==> src/design/hfcc_pkg.sv <==
package hfcc_pkg;

    localparam int TEMP_W   = 15;
    localparam int HUMI_W   = 14;
    localparam int STATUS_W = 2;
    localparam int WORD_W   = 16;
    localparam int BYTE_W   = 8;
    localparam int POS_W    = 3;

    localparam int T_PROD_W = 31;
    localparam int H_PROD_W = 30;

    localparam logic [BYTE_W-1:0] CRC_POLY = 8'h31;
    localparam logic [BYTE_W-1:0] CRC_INIT = 8'hFF;

    localparam logic [TEMP_W-1:0]        TEMP_SPAN   = 15'd17500;
    localparam logic [HUMI_W-1:0]        HUMI_SPAN   = 14'd10000;
    localparam logic signed [TEMP_W-1:0] TEMP_OFFSET = 15'sd4500;
    localparam logic signed [TEMP_W-1:0] TEMP_MIN    = -15'sd4500;
    localparam logic signed [TEMP_W-1:0] TEMP_MAX    = 15'sd13000;
    localparam logic [HUMI_W-1:0]        HUMI_MAX    = 14'd10000;

    typedef enum logic [STATUS_W-1:0] {
        ST_OK       = 2'd0,
        ST_TEMP_CRC = 2'd1,
        ST_HUMI_CRC = 2'd2
    } t_status;

    typedef struct packed {
        logic [WORD_W-1:0] temp_word;
        logic [WORD_W-1:0] humi_word;
        t_status           status;
    } t_frame;

    function automatic logic [BYTE_W-1:0] crc8_byte(
        input logic [BYTE_W-1:0] crc_in,
        input logic [BYTE_W-1:0] data
    );
        logic [BYTE_W-1:0] c;
        c = crc_in ^ data;
        for (int k = 0; k < BYTE_W; k++) begin
            if (c[BYTE_W-1]) begin
                c = {c[BYTE_W-2:0], 1'b0} ^ CRC_POLY;
            end else begin
                c = {c[BYTE_W-2:0], 1'b0};
            end
        end
        return c;
    endfunction

endpackage

==> src/design/humidity_frame_check_convert.sv <==
// Checks and converts a six-byte humidity and temperature measurement frame.
// The input channel carries one frame byte per word: temperature high, low
// and CRC, then humidity high, low and CRC. Raising the start flag with a
// byte makes it the first byte of a new frame and drops any partial frame.
// Without the flag, bytes keep counting and frames may follow back to back.
// The output channel carries one word per complete frame: temperature in
// hundredths of a degree, humidity in hundredths of a percent and a status
// code; both values read zero when either CRC is wrong.
// One byte is accepted in every cycle unless the receiver holds off a word.
// The result of a frame passes the frame register, which loads at the
// accepting edge, then the constant multiplications and the scaling, which
// each take one further register stage.
// A synchronous reset clears the byte position, the CRC and all valid flags.
// While the receiver holds off a presented word, the whole pipeline holds
// and input ready falls; it stays high whenever the output register is empty.
module humidity_frame_check_convert (
    input  logic                                i_clk,
    input  logic                                i_rst_n,
    input  logic                                i_in_valid,
    output logic                                o_in_ready,
    input  logic [hfcc_pkg::BYTE_W-1:0]         i_data_byte,
    input  logic                                i_frame_start,
    output logic                                o_out_valid,
    input  logic                                i_out_ready,
    output logic signed [hfcc_pkg::TEMP_W-1:0]  o_temperature_centideg,
    output logic [hfcc_pkg::HUMI_W-1:0]         o_humidity_centipct,
    output logic [hfcc_pkg::STATUS_W-1:0]       o_frame_status
);
    import hfcc_pkg::*;

    logic   advance;
    logic   accept;
    logic   frame_valid;
    t_frame frame;

    assign advance    = !o_out_valid || i_out_ready;
    assign accept     = i_in_valid && advance;
    assign o_in_ready = advance;

    hfcc_frame u_frame (
        .i_clk         (i_clk),
        .i_rst_n       (i_rst_n),
        .i_accept      (accept),
        .i_advance     (advance),
        .i_data_byte   (i_data_byte),
        .i_frame_start (i_frame_start),
        .o_valid       (frame_valid),
        .o_frame       (frame)
    );

    hfcc_convert u_convert (
        .i_clk                  (i_clk),
        .i_rst_n                (i_rst_n),
        .i_advance              (advance),
        .i_valid                (frame_valid),
        .i_frame                (frame),
        .o_valid                (o_out_valid),
        .o_temperature_centideg (o_temperature_centideg),
        .o_humidity_centipct    (o_humidity_centipct),
        .o_frame_status         (o_frame_status)
    );

endmodule

==> src/design/hfcc_frame.sv <==
module hfcc_frame (
    input  logic                         i_clk,
    input  logic                         i_rst_n,
    input  logic                         i_accept,
    input  logic                         i_advance,
    input  logic [hfcc_pkg::BYTE_W-1:0]  i_data_byte,
    input  logic                         i_frame_start,
    output logic                         o_valid,
    output hfcc_pkg::t_frame             o_frame
);
    import hfcc_pkg::*;

    localparam logic [POS_W-1:0] POS_TEMP_HI  = 3'd0;
    localparam logic [POS_W-1:0] POS_TEMP_LO  = 3'd1;
    localparam logic [POS_W-1:0] POS_TEMP_CRC = 3'd2;
    localparam logic [POS_W-1:0] POS_HUMI_HI  = 3'd3;
    localparam logic [POS_W-1:0] POS_HUMI_LO  = 3'd4;
    localparam logic [POS_W-1:0] POS_HUMI_CRC = 3'd5;

    logic [POS_W-1:0]  r_pos, n_pos;
    logic [BYTE_W-1:0] r_crc, n_crc;
    logic [WORD_W-1:0] r_temp, n_temp;
    logic [WORD_W-1:0] r_humi, n_humi;
    logic              r_tbad, n_tbad;
    logic              r_valid, n_valid;
    t_frame            r_frame, n_frame;

    logic [POS_W-1:0]  pos;
    logic [BYTE_W-1:0] crc_in;

    always_comb begin
        if (i_frame_start || r_pos > POS_HUMI_CRC) begin
            pos    = POS_TEMP_HI;
            crc_in = CRC_INIT;
        end else begin
            pos    = r_pos;
            crc_in = r_crc;
        end

        n_pos   = r_pos;
        n_crc   = r_crc;
        n_temp  = r_temp;
        n_humi  = r_humi;
        n_tbad  = r_tbad;
        n_valid = r_valid;
        n_frame = r_frame;

        if (i_advance) begin
            n_valid = 1'b0;
        end

        if (i_accept) begin
            n_pos = pos + 3'd1;
            case (pos)
                POS_TEMP_HI, POS_TEMP_LO: begin
                    n_temp = {r_temp[BYTE_W-1:0], i_data_byte};
                    n_crc  = crc8_byte(crc_in, i_data_byte);
                end
                POS_TEMP_CRC: begin
                    n_tbad = (crc_in != i_data_byte);
                    n_crc  = CRC_INIT;
                end
                POS_HUMI_HI, POS_HUMI_LO: begin
                    n_humi = {r_humi[BYTE_W-1:0], i_data_byte};
                    n_crc  = crc8_byte(crc_in, i_data_byte);
                end
                default: begin
                    n_valid           = 1'b1;
                    n_frame.temp_word = r_temp;
                    n_frame.humi_word = r_humi;
                    if (r_tbad) begin
                        n_frame.status = ST_TEMP_CRC;
                    end else if (crc_in != i_data_byte) begin
                        n_frame.status = ST_HUMI_CRC;
                    end else begin
                        n_frame.status = ST_OK;
                    end
                    n_pos = POS_TEMP_HI;
                    n_crc = CRC_INIT;
                end
            endcase
        end
    end

    always_ff @(posedge i_clk) begin
        if (!i_rst_n) begin
            r_pos   <= POS_TEMP_HI;
            r_crc   <= CRC_INIT;
            r_temp  <= '0;
            r_humi  <= '0;
            r_tbad  <= 1'b0;
            r_valid <= 1'b0;
        end else begin
            r_pos   <= n_pos;
            r_crc   <= n_crc;
            r_temp  <= n_temp;
            r_humi  <= n_humi;
            r_tbad  <= n_tbad;
            r_valid <= n_valid;
        end
    end

    always_ff @(posedge i_clk) begin
        r_frame <= n_frame;
    end

    assign o_valid = r_valid;
    assign o_frame = r_frame;

endmodule

==> src/design/hfcc_convert.sv <==
module hfcc_convert (
    input  logic                                i_clk,
    input  logic                                i_rst_n,
    input  logic                                i_advance,
    input  logic                                i_valid,
    input  hfcc_pkg::t_frame                    i_frame,
    output logic                                o_valid,
    output logic signed [hfcc_pkg::TEMP_W-1:0]  o_temperature_centideg,
    output logic [hfcc_pkg::HUMI_W-1:0]         o_humidity_centipct,
    output logic [hfcc_pkg::STATUS_W-1:0]       o_frame_status
);
    import hfcc_pkg::*;

    logic                       r_prod_valid;
    logic [T_PROD_W-1:0]        r_t_prod;
    logic [H_PROD_W-1:0]        r_h_prod;
    t_status                    r_prod_status;

    logic                       r_out_valid;
    logic signed [TEMP_W-1:0]   r_temp, n_temp;
    logic [HUMI_W-1:0]          r_humi, n_humi;
    t_status                    r_status;

    logic [T_PROD_W:0]          t_sum;
    logic [H_PROD_W:0]          h_sum;
    logic [TEMP_W-1:0]          t_q;
    logic [HUMI_W-1:0]          h_q;

    // Division by 65535 as a shift-and-add: valid while the quotient fits in 16 bits.
    always_comb begin
        t_sum = {1'b0, r_t_prod} + (T_PROD_W + 1)'(r_t_prod >> WORD_W)
              + (T_PROD_W + 1)'(1);
        h_sum = {1'b0, r_h_prod} + (H_PROD_W + 1)'(r_h_prod >> WORD_W)
              + (H_PROD_W + 1)'(1);
        t_q   = t_sum[WORD_W+TEMP_W-1:WORD_W];
        h_q   = h_sum[WORD_W+HUMI_W-1:WORD_W];
        if (r_prod_status == ST_OK) begin
            n_temp = $signed(t_q) - TEMP_OFFSET;
            n_humi = h_q;
        end else begin
            n_temp = '0;
            n_humi = '0;
        end
    end

    always_ff @(posedge i_clk) begin
        if (!i_rst_n) begin
            r_prod_valid <= 1'b0;
            r_out_valid  <= 1'b0;
        end else if (i_advance) begin
            r_prod_valid <= i_valid;
            r_out_valid  <= r_prod_valid;
        end
    end

    always_ff @(posedge i_clk) begin
        if (i_advance) begin
            r_t_prod      <= T_PROD_W'(i_frame.temp_word) * T_PROD_W'(TEMP_SPAN);
            r_h_prod      <= H_PROD_W'(i_frame.humi_word) * H_PROD_W'(HUMI_SPAN);
            r_prod_status <= i_frame.status;
            r_temp        <= n_temp;
            r_humi        <= n_humi;
            r_status      <= r_prod_status;
        end
    end

    assign o_valid                = r_out_valid;
    assign o_temperature_centideg = r_temp;
    assign o_humidity_centipct    = r_humi;
    assign o_frame_status         = r_status;

endmodule

==> config.mk <==
export PLATFORM = sky130hd
export DESIGN_NAME = humidity_frame_check_convert
export DESIGN_NICKNAME = d
export VERILOG_FILES = /design/src/design/hfcc_pkg.sv /design/src/design/humidity_frame_check_convert.sv /design/src/design/hfcc_frame.sv /design/src/design/hfcc_convert.sv
export SDC_FILE = /design/constraint.sdc
export NUM_CORES = 1
export LEC_CHECK = 0
export BUFFER_PORTS_ARGS = -buffer_cell sky130_fd_sc_hd__buf_4
export CAP_MARGIN = 20
export CORE_UTILIZATION = 35
export CTS_BUF_LIST = sky130_fd_sc_hd__clkbuf_4 sky130_fd_sc_hd__clkbuf_8
export DETAILED_ROUTE_END_ITERATION = 12
export SLEW_MARGIN = 20
export SYNTH_ARGS = -nofsm -noshare
export SYNTH_HDL_FRONTEND = slang
export SYNTH_SLANG_ARGS = --single-unit
==> constraint.sdc <==
create_clock -name i_clk -period 6.8 [get_ports i_clk]
set_clock_uncertainty 0.05 [all_clocks]
set_input_delay 1.02 -clock i_clk [delete_from_list [all_inputs] [get_ports i_clk]]
set_output_delay 1.02 -clock i_clk [all_outputs]
set_load 0.01 [all_outputs]
==> results of run 1 <==
[routing by layer]
| metal | share of wire (%) | vias to the layer above |
|---|---|---|
| met3 | 2.7 | 12 |
| li1 | - | 4368 |
| met5 | 0 | - |
| met2 | 46 | 113 |
| met1 | 51 | 3999 |
| met4 | 0.89 | 0 |
[kinds of logic (layout without fill, tap and decap cells)]
kind of cell | Yosys count | count (layout) | synth area share, %
adders and majority gates | 276 | 276 | 30.7
and+or+nand+nor | 255 | 255 | 10.0
buffers and inverters | 242 | 305 | 7.09
AOI/OAI and AO/OA | 185 | 185 | 9.03
DFF | 169 | 169 | 34.8
xor gates and xnor gates | 85 | 85 | 5.80
muxes | 34 | 34 | 2.59
[state kept, by name, summed over array words and instances, names as in the netlist, 8 cells and up]
register	cells
u_convert.o_humidity_centipct	14
u_frame.r_crc	8
u_convert.r_h_prod	26
u_convert.r_t_prod	29
u_frame.r_humi	16
u_convert.o_temperature_centideg	15
u_frame.r_temp	16
u_frame.o_frame	34
[cells in the mapped netlist (3+ instances only)]
cell       number  area (µm²)
buf_4           3        22.5
a21oi_1        61         305
a22o_1          3        26.3
nand2_1        49         184
and3_1         10        62.6
a31o_2          3        26.3
a21boi_0        3        22.5
o21a_1          9        67.6
a2111oi_0       3        26.3
fa_1           80        1600
clkbuf_1       10        37.5
nor3_1         19        95.1
nor2_1         65         244
inv_1         225         845
nor2b_1        38         238
xnor2_1        55         482
a211o_1         3        26.3
xnor2_2         3        48.8
a31oi_1         9        56.3
mux2i_1        32         320
o211ai_1        5        37.5
xor2_1         27         236
or3_1           7        43.8
ha_1          196        2450
nand3_1        20         100
or2_2           6        37.5
o22ai_1        10        62.6
and2_1          3        18.8
o21bai_1        6        45.0
edfxtp_1      122        3660
o21ai_0        27         135
nor4_1          6        37.5
a211oi_1        7        52.6
a21o_1         15         113
dfxtp_1        47         941
nand4_1         8        50.1
nand2b_1        6        37.5
[where the power goes]
group	switching [W]	total, W	internal [W]
clock	0.000408	0.000718	0.000310
combinational	0.0000875	0.000178	0.0000906
sequential	0.0000202	0.00113	0.00111
total	0.000515	0.00203	0.00151
[cell type report]
| cell class | instances | area, µm² | area share, % |
|---|---|---|---|
| multi-input cells | 835 | 7680 | 52.9 |
| inverters | 225 | 846 | 5.82 |
| flip-flops and latches | 169 | 4600 | 31.7 |
| well taps | 504 | 631 | 4.34 |
| clock buffers | 18 | 241 | 1.66 |
| repair buffers | 48 | 360 | 2.48 |
| clock inverters | 14 | 156 | 1.08 |
[per-stage QoR]
step	total power [W]	instance area, µm²
after detailed placement	0.00133	14100
after global placement	0.00133	14100
after CTS	0.00205	14500
after floorplan	0.00130	13200
after global routing	0.00212	14500
final	0.00203	14500
[worst register-to-register path, cell delays in order (launching register included)]
cell,delay [ns]
edfxtp_1,0.39
inv_1,0.12
fa_1,0.54
inv_1,0.04
ha_1,0.26
inv_1,0.05
fa_1,0.52
inv_1,0.04
ha_1,0.26
inv_1,0.05
fa_1,0.49
inv_1,0.04
ha_1,0.36
a21o_1,0.20
a21oi_1,0.23
a311oi_1,0.14
o21ai_0,0.28
a21oi_1,0.14
a41o_1,0.29
o211a_1,0.24
xor2_1,0.14
[worst max-delay path by stage]
stage	start	end	slack (ns)	depth (start not counted)
final	u_frame.o_frame[6]	u_convert.r_h_prod[28]	1.67	20
after detailed placement	u_frame.o_frame[6]	u_convert.r_h_prod[28]	1.69	20
after floorplan	i_out_ready	u_frame.o_frame[0]	0.39	4
after global placement	u_frame.o_frame[6]	u_convert.r_h_prod[28]	1.77	20
after CTS	u_frame.o_frame[6]	u_convert.r_h_prod[28]	1.67	20
after global routing	u_frame.o_frame[6]	u_convert.r_h_prod[28]	1.27	20
==> results.toml, run 1 <==
[die]
ios = 46
die_area_um2 = 38600
initial_core_util_pct = 35.9
core_area_um2 = 36900
core.rowCount = 70
die_h_um = 196
fp.dieW_um = 196

[sta]
timing.final.crit_share_pct = 75.4
grt_setup_unrepaired = "no"
worstMarginPinSlew_ns = 0.998
fin_tns_setup_ns = 0
whs_ns = 0.388
drv_slew = 0
fmax_ghz = 0.195
period_needed_ns = 5.13
setup_viol = 0
maxSlewHeadroom_pct = 33.4
setup_ws_ns = 1.67
hold_violations = 0

[clocking]
cts_max_level = 4
cts_tree = "built"
cts_buffers = 17
clock_latency_ns = 0.47
hold_buffers = 0
cts_resized = 0
cts_root_buf = "clkbuf_8"
clockBufferDepth = 2
clk_pin_slew_ns = 0.10
post-cts-setup-buffer-count = 0
clkSinkCount = 169

[logic_synthesis]
ys_types = 67
netlist_area_um2 = 13200
avgSynthCellArea_um2 = 10.6
synth-edff-count = 122
yosys_warnings = 0
synthArstFlopShare_pct = 0
synth_flop_cell = "edfxtp_1"
yosysSeqAreaShare_pct = 34.8
ys_seq_elements = 169
synthCells = 1246
syn_nets = 1535

[cells_and_area]
final_common_cell = "inv_1"
area_growth_pct = 9.85
finish.net_count = 1585
fin_cells = 1813
fill_cells = 3566
utilization_pct = 39.4
mostFrequentLayoutCells = "inv_1, ha_1, edfxtp_1, fa_1, nor2_1"
drive_gt1_share_pct = 8.33
diodes = 0

[critical_path]
cp-start-kind = "register"
r2r-start = "u_frame.o_frame[6]"
cp_num_buf_inv = 6
worst-endpoint-required_ns = 6.98
cpPeakStageDelay_ns = 0.54
cp_cell_sequence = "inv_1, fa_1, inv_1, ha_1, inv_1, fa_1, inv_1, ha_1, inv_1, fa_1, inv_1, ha_1, a21o_1, a21oi_1, a311oi_1, o21ai_0, a21oi_1, a41o_1, o211a_1, xor2_1"
worst_r2r_endpoint = "u_convert.r_h_prod[28]"
r2r_setup_slack_ns = 1.67
r2r_cells = 20
worstPathArrival_ns = 5.31
cp-end-kind = "register"
path_class = "reg2reg"
cp_slowest_cell = "fa_1"
critPathMostFrequentCell = "inv_1"
cp_top_family = "adder cells"
cp_max_fo = 6

[global_routing]
grt_usage_pct = 13.7
grt_most_used_layer = "met2"
grt_pass1_vias = 8346
met3_usage_pct = 2.60
met1_usage_pct = 18.9
grt_max_degree = 68
antenna_found_initial = 0
overflow = 0
grt_pass1_wl_um = 42000
use_met2_pct = 22.2

[flow_run]
maxCapViolCount = 0

[routing]
drt-total-wl_um = 25000
drc_errors = 0
drtAntennaViolNets = 0
vias = 8492
wl_per_cell_um = 13.8
drt_iter0_markers = 426
first_pass_iters = 4
viasPerCell = 4.68

[run_status]
status = "complete, no violations"

[worst_hold_path]
hold_end = "u_frame.o_frame[12]"
min_from = "u_frame.r_humi[10]"
hp-class = "reg2reg"
min_path_cells = 0

[placed_design]
dp_hpwl_um = 20200
placedCellCount = 1781
dp_slack_ns = 1.69
port_buffers = 45
gp_congestion = 0.885

[power]
leakage_nw = 6.99
ir_drop_mv = 0.134
powerDensity_nw_per_um2 = 140
Power figures use the tool's default switching activity.
==> inputs of run 2 (changes only) <==
==> constraint.sdc (replaced) <==
create_clock -name i_clk -period 4.47 [get_ports i_clk]
set_clock_uncertainty 0.05 [all_clocks]
set_input_delay 0.6705 -clock i_clk [delete_from_list [all_inputs] [get_ports i_clk]]
set_output_delay 0.6705 -clock i_clk [all_outputs]
set_load 0.01 [all_outputs]
==> run 2 against run 1 <==
The run now ends with setup timing left. Clock power rose by 53%. Cell area rose by 8.4%. Setup slack got worse by 1.7 ns. Sequential share of layout area fell by 2.5 points. Fmax rose by 13%. Sequential power rose by 52%. Count of clock-buffer cells in the layout fell by 1. Via count rose by 3.9%. Register-to-register slack got worse by 1.7 ns. Critical endpoint is now u_convert.r_h_prod[29]. Highest routed layer unchanged.
==> results.toml, run 2 (synthesis results as in run 1) <==
[run_status]
status = "finished with violations"
violations = "setup timing"

[die]
core_area_um2 = 36900
fp.dieW_um = 196
initial_core_util_pct = 35.9
ios = 46
core.rowCount = 70
die_area_um2 = 38600
die_h_um = 196

[power]
p_int_w = 0.00234
clkPwrFrac_pct = 35.5
leakage_nw = 7.47
switching_share_pct = 24.4
powerDensity_nw_per_um2 = 196
p_switching_w = 0.000753
combinationalPowerShare_pct = 8.7
ir_drop_mv = 0.179
pwr-share-seq_pct = 55.8

[cells_and_area]
fill_cells = 3453
seq_area_um2 = 4600
area_growth_pct = 19.1
drive_gt1_share_pct = 20.4
utilization_pct = 42.7
stdcell_area_um2 = 15700
finish.net_count = 1681
final_common_cell = "inv_1"
largest_reg_flops = 34
diodes = 0
mostFrequentLayoutCells = "inv_1, ha_1, buf_4, edfxtp_1, fa_1"
multi_input_area_um2 = 8160

[critical_path]
path_class = "reg2reg"
cpPeakStageDelay_ns = 0.55
worst_r2r_endpoint = "u_convert.r_h_prod[29]"
r2r_setup_slack_ns = -0.06
worstPathArrival_ns = 4.70
r2r_cells = 18
worst-endpoint-required_ns = 4.64
critPathLaunch = "u_frame.o_frame[12]"
r2r-start = "u_frame.o_frame[12]"
crit_end = "u_convert.r_h_prod[29]"
cp-end-kind = "register"
cp_max_fo = 4
cp_cell_sequence = "inv_1, fa_1, inv_1, ha_1, inv_1, fa_1, inv_1, ha_1, ha_1, ha_1, o21a_1, o21ai_0, nand2_1, o21ai_0, a31oi_2, a211oi_2, a21oi_1, xor2_1"
cp-start-kind = "register"
cp_slowest_cell = "fa_1"

[sta]
whs_ns = 0.393
maxSlewHeadroom_pct = 39.4
drv_slew = 0
grt_setup_unrepaired = "yes"
setup_ws_ns = -0.0592
hold_violations = 0
fmax_ghz = 0.221
worstMarginPinSlew_ns = 0.910
setup_viol = 6
timing.final.crit_share_pct = 101
fin_tns_setup_ns = -0.207
period_needed_ns = 4.53

[routing]
drt-total-wl_um = 25600
vias = 8827
drc_errors = 0
drt_iter0_markers = 332
wl_per_cell_um = 13.4
viasPerCell = 4.62
drtAntennaViolNets = 0
first_pass_iters = 4

[worst_hold_path]
hp-class = "reg2reg"

[flow_run]
maxCapViolCount = 0

[clocking]
cts_root_buf = "clkbuf_8"
cts_tree = "built"
cts_buffers = 17
clockBufferDepth = 2
clkSinkCount = 169
clock_latency_ns = 0.47
cts_max_level = 4
hold_buffers = 0
clk_pin_slew_ns = 0.09

[global_routing]
grt_pass1_vias = 8819
grt_usage_pct = 14.0
antenna_found_initial = 0
grt_pass1_wl_um = 43000
grt_max_degree = 79
overflow = 0

[placed_design]
port_buffers = 45
gp_congestion = 0.867
dp_hpwl_um = 20600
placed_cell_area_um2 = 14900
==> run 2: power groups by stage <==
stage	clock network [W]	logic (W)	registers, W
5_1_grt	0.00119	0.000295	0.00173
6_report	0.00110	0.000270	0.00172
4_1_cts	0.00113	0.000271	0.00172
2_1_floorplan	0	0.000224	0.00175
3_3_place_gp	0	0.000266	0.00176
3_5_place_dp	0	0.000269	0.00176
==> run 2: what timing repair did <==
action / CTS / global route
setup buffers: 10 / 6
endpoints found under the setup margin: 17 / 21
gates resized for setup: 40 / 37
pin swaps: 46 / 35
==> run 2: worst min-delay path by stage <==
stage	start	end	slack, ns	cells past startpoint
floorplan	u_frame.o_frame[0]	u_convert.r_prod_status[0]	0.35	0
global placement	u_frame.r_humi[14]	u_frame.o_frame[16]	0.37	0
detailed placement	u_frame.r_humi[14]	u_frame.o_frame[16]	0.37	0
CTS	u_frame.r_humi[13]	u_frame.o_frame[15]	0.39	0
global route	u_frame.r_temp[12]	u_frame.o_frame[30]	0.40	0
finish	u_frame.r_humi[11]	u_frame.o_frame[13]	0.39	0
==> run 2: worst max-delay path, delay by kind of cell, from the launching register on <==
family	cells	cell delay (ns)
DFF	1	0.38
and+or+nand+nor	1	0.08
AOI/OAI and AO/OA	6	1.07
buffers and inverters	4	0.27
xor gates and xnor gates	1	0.18
adders and majority gates	6	2.26
==> run 2: metal layers <==
metal / vias up / track usage, % / wire length (µm)
li1: 4565 / - / -
met1: 4125 / 18.5 / 12700
met2: 113 / 23.3 / 11900
met3: 24 / 2.36 / 610
met4: 0 / 4.05 / 376
met5: - / 0 / 0
==> run 2: cell type report <==
| cell class | instances | area share (%) |
|---|---|---|
| Inverter | 225 | 5.39 |
| Multi-Input combinational cell | 835 | 51.8 |
| Clock inverter | 15 | 1.06 |
| Timing Repair Buffer | 144 | 6.96 |
| Sequential cell | 169 | 29.3 |
| Clock buffer | 17 | 1.49 |
| Tap cell | 504 | 4.01 |
==> run 2: stage by stage <==
step / instances / power (W) / worst slack, ns
global placement: 1861 / 0.00202 / -0.167
global route: 1909 / 0.00321 / -0.246
finish: 1909 / 0.00309 / -0.0592
detailed placement: 1861 / 0.00203 / -0.206
floorplan: 1246 / 0.00197 / 0.00965
CTS: 1903 / 0.00313 / -0.106
==> inputs of run 3 (changes only) <==
--- a/config.mk
+++ b/config.mk
@@ -5,7 +5,7 @@
 export SDC_FILE = /design/constraint.sdc
 export NUM_CORES = 1
 export LEC_CHECK = 0
-export BUFFER_PORTS_ARGS = -buffer_cell sky130_fd_sc_hd__buf_4
+export BUFFER_PORTS_ARGS = -buffer_cell sky130_fd_sc_hd__clkbuf_2
 export CAP_MARGIN = 20
 export CORE_UTILIZATION = 35
 export CTS_BUF_LIST = sky130_fd_sc_hd__clkbuf_4 sky130_fd_sc_hd__clkbuf_8
==> run 3 against run 2 <==
Setup slack lost 0.019 ns. Worst hold slack worse by 0.0033 ns. Fmax fell by 0.41%. Largest power group unchanged. Clock power down 5%. First-iteration DRC count down 16%. Flip-flop and latch count did not move. Final cell count about the same. Via count increased by 0.33%. The flow still finishes with violations (setup timing). Critical path depth rose by 2. Non-clock buffer count rose by 1. Critical endpoint is now u_convert.r_h_prod[28].
==> results.toml, run 3 (synthesis results as in run 1) <==
[routing]
drt-total-wl_um = 25600
vias = 8856
wl_per_cell_um = 13.4
drt_iter0_markers = 280
drtAntennaViolNets = 0
viasPerCell = 4.64
drc_errors = 0
first_pass_iters = 5

[cells_and_area]
mostFrequentLayoutCells = "inv_1, ha_1, edfxtp_1, buf_4, fa_1"
final_common_cell = "inv_1"
fin_cells = 1910
fill_cells = 3442
diodes = 0
area_growth_pct = 18.7
multi_input_area_um2 = 8240
stdcell_area_um2 = 15700
largest_reg_flops = 34
seq_area_um2 = 4600
drive_gt1_share_pct = 21.0
finish.net_count = 1682

[placed_design]
placed_cell_area_um2 = 14700
port_buffers = 45
dp_slack_ns = -0.255
dp_hpwl_um = 20400
gp_congestion = 0.854
placedCellCount = 1857

[critical_path]
cp-start-kind = "register"
worstPathArrival_ns = 4.74
cp_max_fo = 5
cpPeakStageDelay_ns = 0.54
cp_top_family = "adder cells"
cp_slowest_cell = "fa_1"
cp_cell_sequence = "inv_2, fa_1, inv_1, ha_1, inv_2, fa_1, inv_1, ha_1, inv_1, fa_1, inv_2, ha_4, a21o_1, a21oi_2, a311oi_2, o21ai_2, a21oi_2, a41o_1, o211a_1, xor2_1"
path_class = "reg2reg"
cp-end-kind = "register"
worst-endpoint-required_ns = 4.66
cp_num_buf_inv = 6

[power]
leakage_nw = 7.42
p_int_w = 0.00228
switching_share_pct = 25.0
pwr-share-seq_pct = 56.6
combinationalPowerShare_pct = 8.9
ir_drop_mv = 0.194
p_switching_w = 0.000760
clkPwrFrac_pct = 34.5
powerDensity_nw_per_um2 = 194

[die]
fp.dieW_um = 196
core_area_um2 = 36900
die_area_um2 = 38600
die_h_um = 196
initial_core_util_pct = 35.9
ios = 46
core.rowCount = 70

[clocking]
clock_latency_ns = 0.49
cts_root_buf = "clkbuf_8"
clkSinkCount = 169
clk_pin_slew_ns = 0.09
cts_tree = "built"
hold_buffers = 0
clockBufferDepth = 2
cts_max_level = 4
cts_buffers = 17

[global_routing]
antenna_found_initial = 1
grt_max_degree = 85
grt_pass1_wl_um = 43200
grt_usage_pct = 14.0
grt_pass1_vias = 8881
overflow = 0

[run_status]
status = "finished with violations"
violations = "setup timing"

[sta]
fmax_ghz = 0.220
whs_ns = 0.390
hold_violations = 0
grt_setup_unrepaired = "yes"
period_needed_ns = 4.55
setup_ws_ns = -0.0778
maxSlewHeadroom_pct = 33.8
setup_viol = 5
worstMarginPinSlew_ns = 0.992
drv_slew = 0
timing.final.crit_share_pct = 102

[worst_hold_path]
hp-class = "reg2reg"

[flow_run]
maxCapViolCount = 0
## run 3: cell types whose count changed in the layout (fill, tap and decap cells not counted), moves of 2 or more
| cell | change |
|---|---|
| inv_1 | -2 |
| ha_4 | +6 |
| xnor2_1 | +2 |
| buf_4 | -43 |
| clkbuf_2 | +45 |
| xnor2_2 | -2 |
| a21oi_2 | +2 |
| ha_1 | -6 |
| o21ai_1 | +3 |
| o21ai_0 | -2 |
| inv_2 | +2 |
## run 3: path summary, 6_finish.rpt
kind | slack, ns | cells after the start | endpoint | from
worst max-delay path | -0.08 | 20 | u_convert.r_h_prod[28] | u_frame.o_frame[6]
worst max register to register | -0.08 | 20 | u_convert.r_h_prod[28] | u_frame.o_frame[6]
worst min register to register | 0.39 | 0 | u_frame.o_frame[30] | u_frame.r_temp[12]
worst min-delay path | 0.39 | 0 | u_frame.o_frame[30] | u_frame.r_temp[12]
## run 3: cell type report
cell class              count  share of cell area (%)
repair buffers            145                    6.29
clock buffers              18                    1.54
clock inverters            14                   0.877
well taps                 504                    4.02
multi-input cells         835                    52.5
inverters                 225                    5.41
flip-flops and latches    169                    29.3
## run 3: per-stage QoR
stage          total power (W)  setup TNS [ns]  utilization [%]
6_report               0.00304          -0.136             42.5
5_1_grt                0.00317           -2.13             42.5
4_1_cts                0.00308          -0.179             41.9
3_5_place_dp           0.00203           -2.43             39.9
3_3_place_gp           0.00202           -1.31             39.9
2_1_floorplan          0.00197               0                -
## run 3: per-layer routing
metal	share of wire, %	track usage (%)	up-vias	wire, µm
li1	-	-	4558	-
met1	49	18.9	4155	12600
met4	1.5	4.37	0	388
met2	47	23.0	114	11900
met3	2.4	2.22	29	611
met5	0	0	-	0
## run 3: worst register-to-register path: stages, from the launching register on
cell and delay [ns]:
edfxtp_1 0.37, inv_2 0.06, fa_1 0.54, inv_1 0.04, ha_1 0.27, inv_2 0.04
fa_1 0.52, inv_1 0.04, ha_1 0.26, inv_1 0.04, fa_1 0.49, inv_2 0.05
ha_4 0.23, a21o_1 0.19, a21oi_2 0.17, a311oi_2 0.12, o21ai_2 0.19, a21oi_2 0.09
a41o_1 0.19, o211a_1 0.21, xor2_1 0.14
## run 3: power groups by stage
stage | Sequential [W] | Clock, W | Combinational [W]
floorplan | 0.00175 | 0 | 0.000224
global placement | 0.00176 | 0 | 0.000262
detailed placement | 0.00176 | 0 | 0.000267
CTS | 0.00172 | 0.00108 | 0.000271
global route | 0.00173 | 0.00115 | 0.000295
finish | 0.00172 | 0.00105 | 0.000270
## run 3: timing repair
action	in CTS	in global routing
pin swaps	44	37
endpoints found under the setup margin	17	19
buffers inserted	15	6
gates resized for setup	49	37
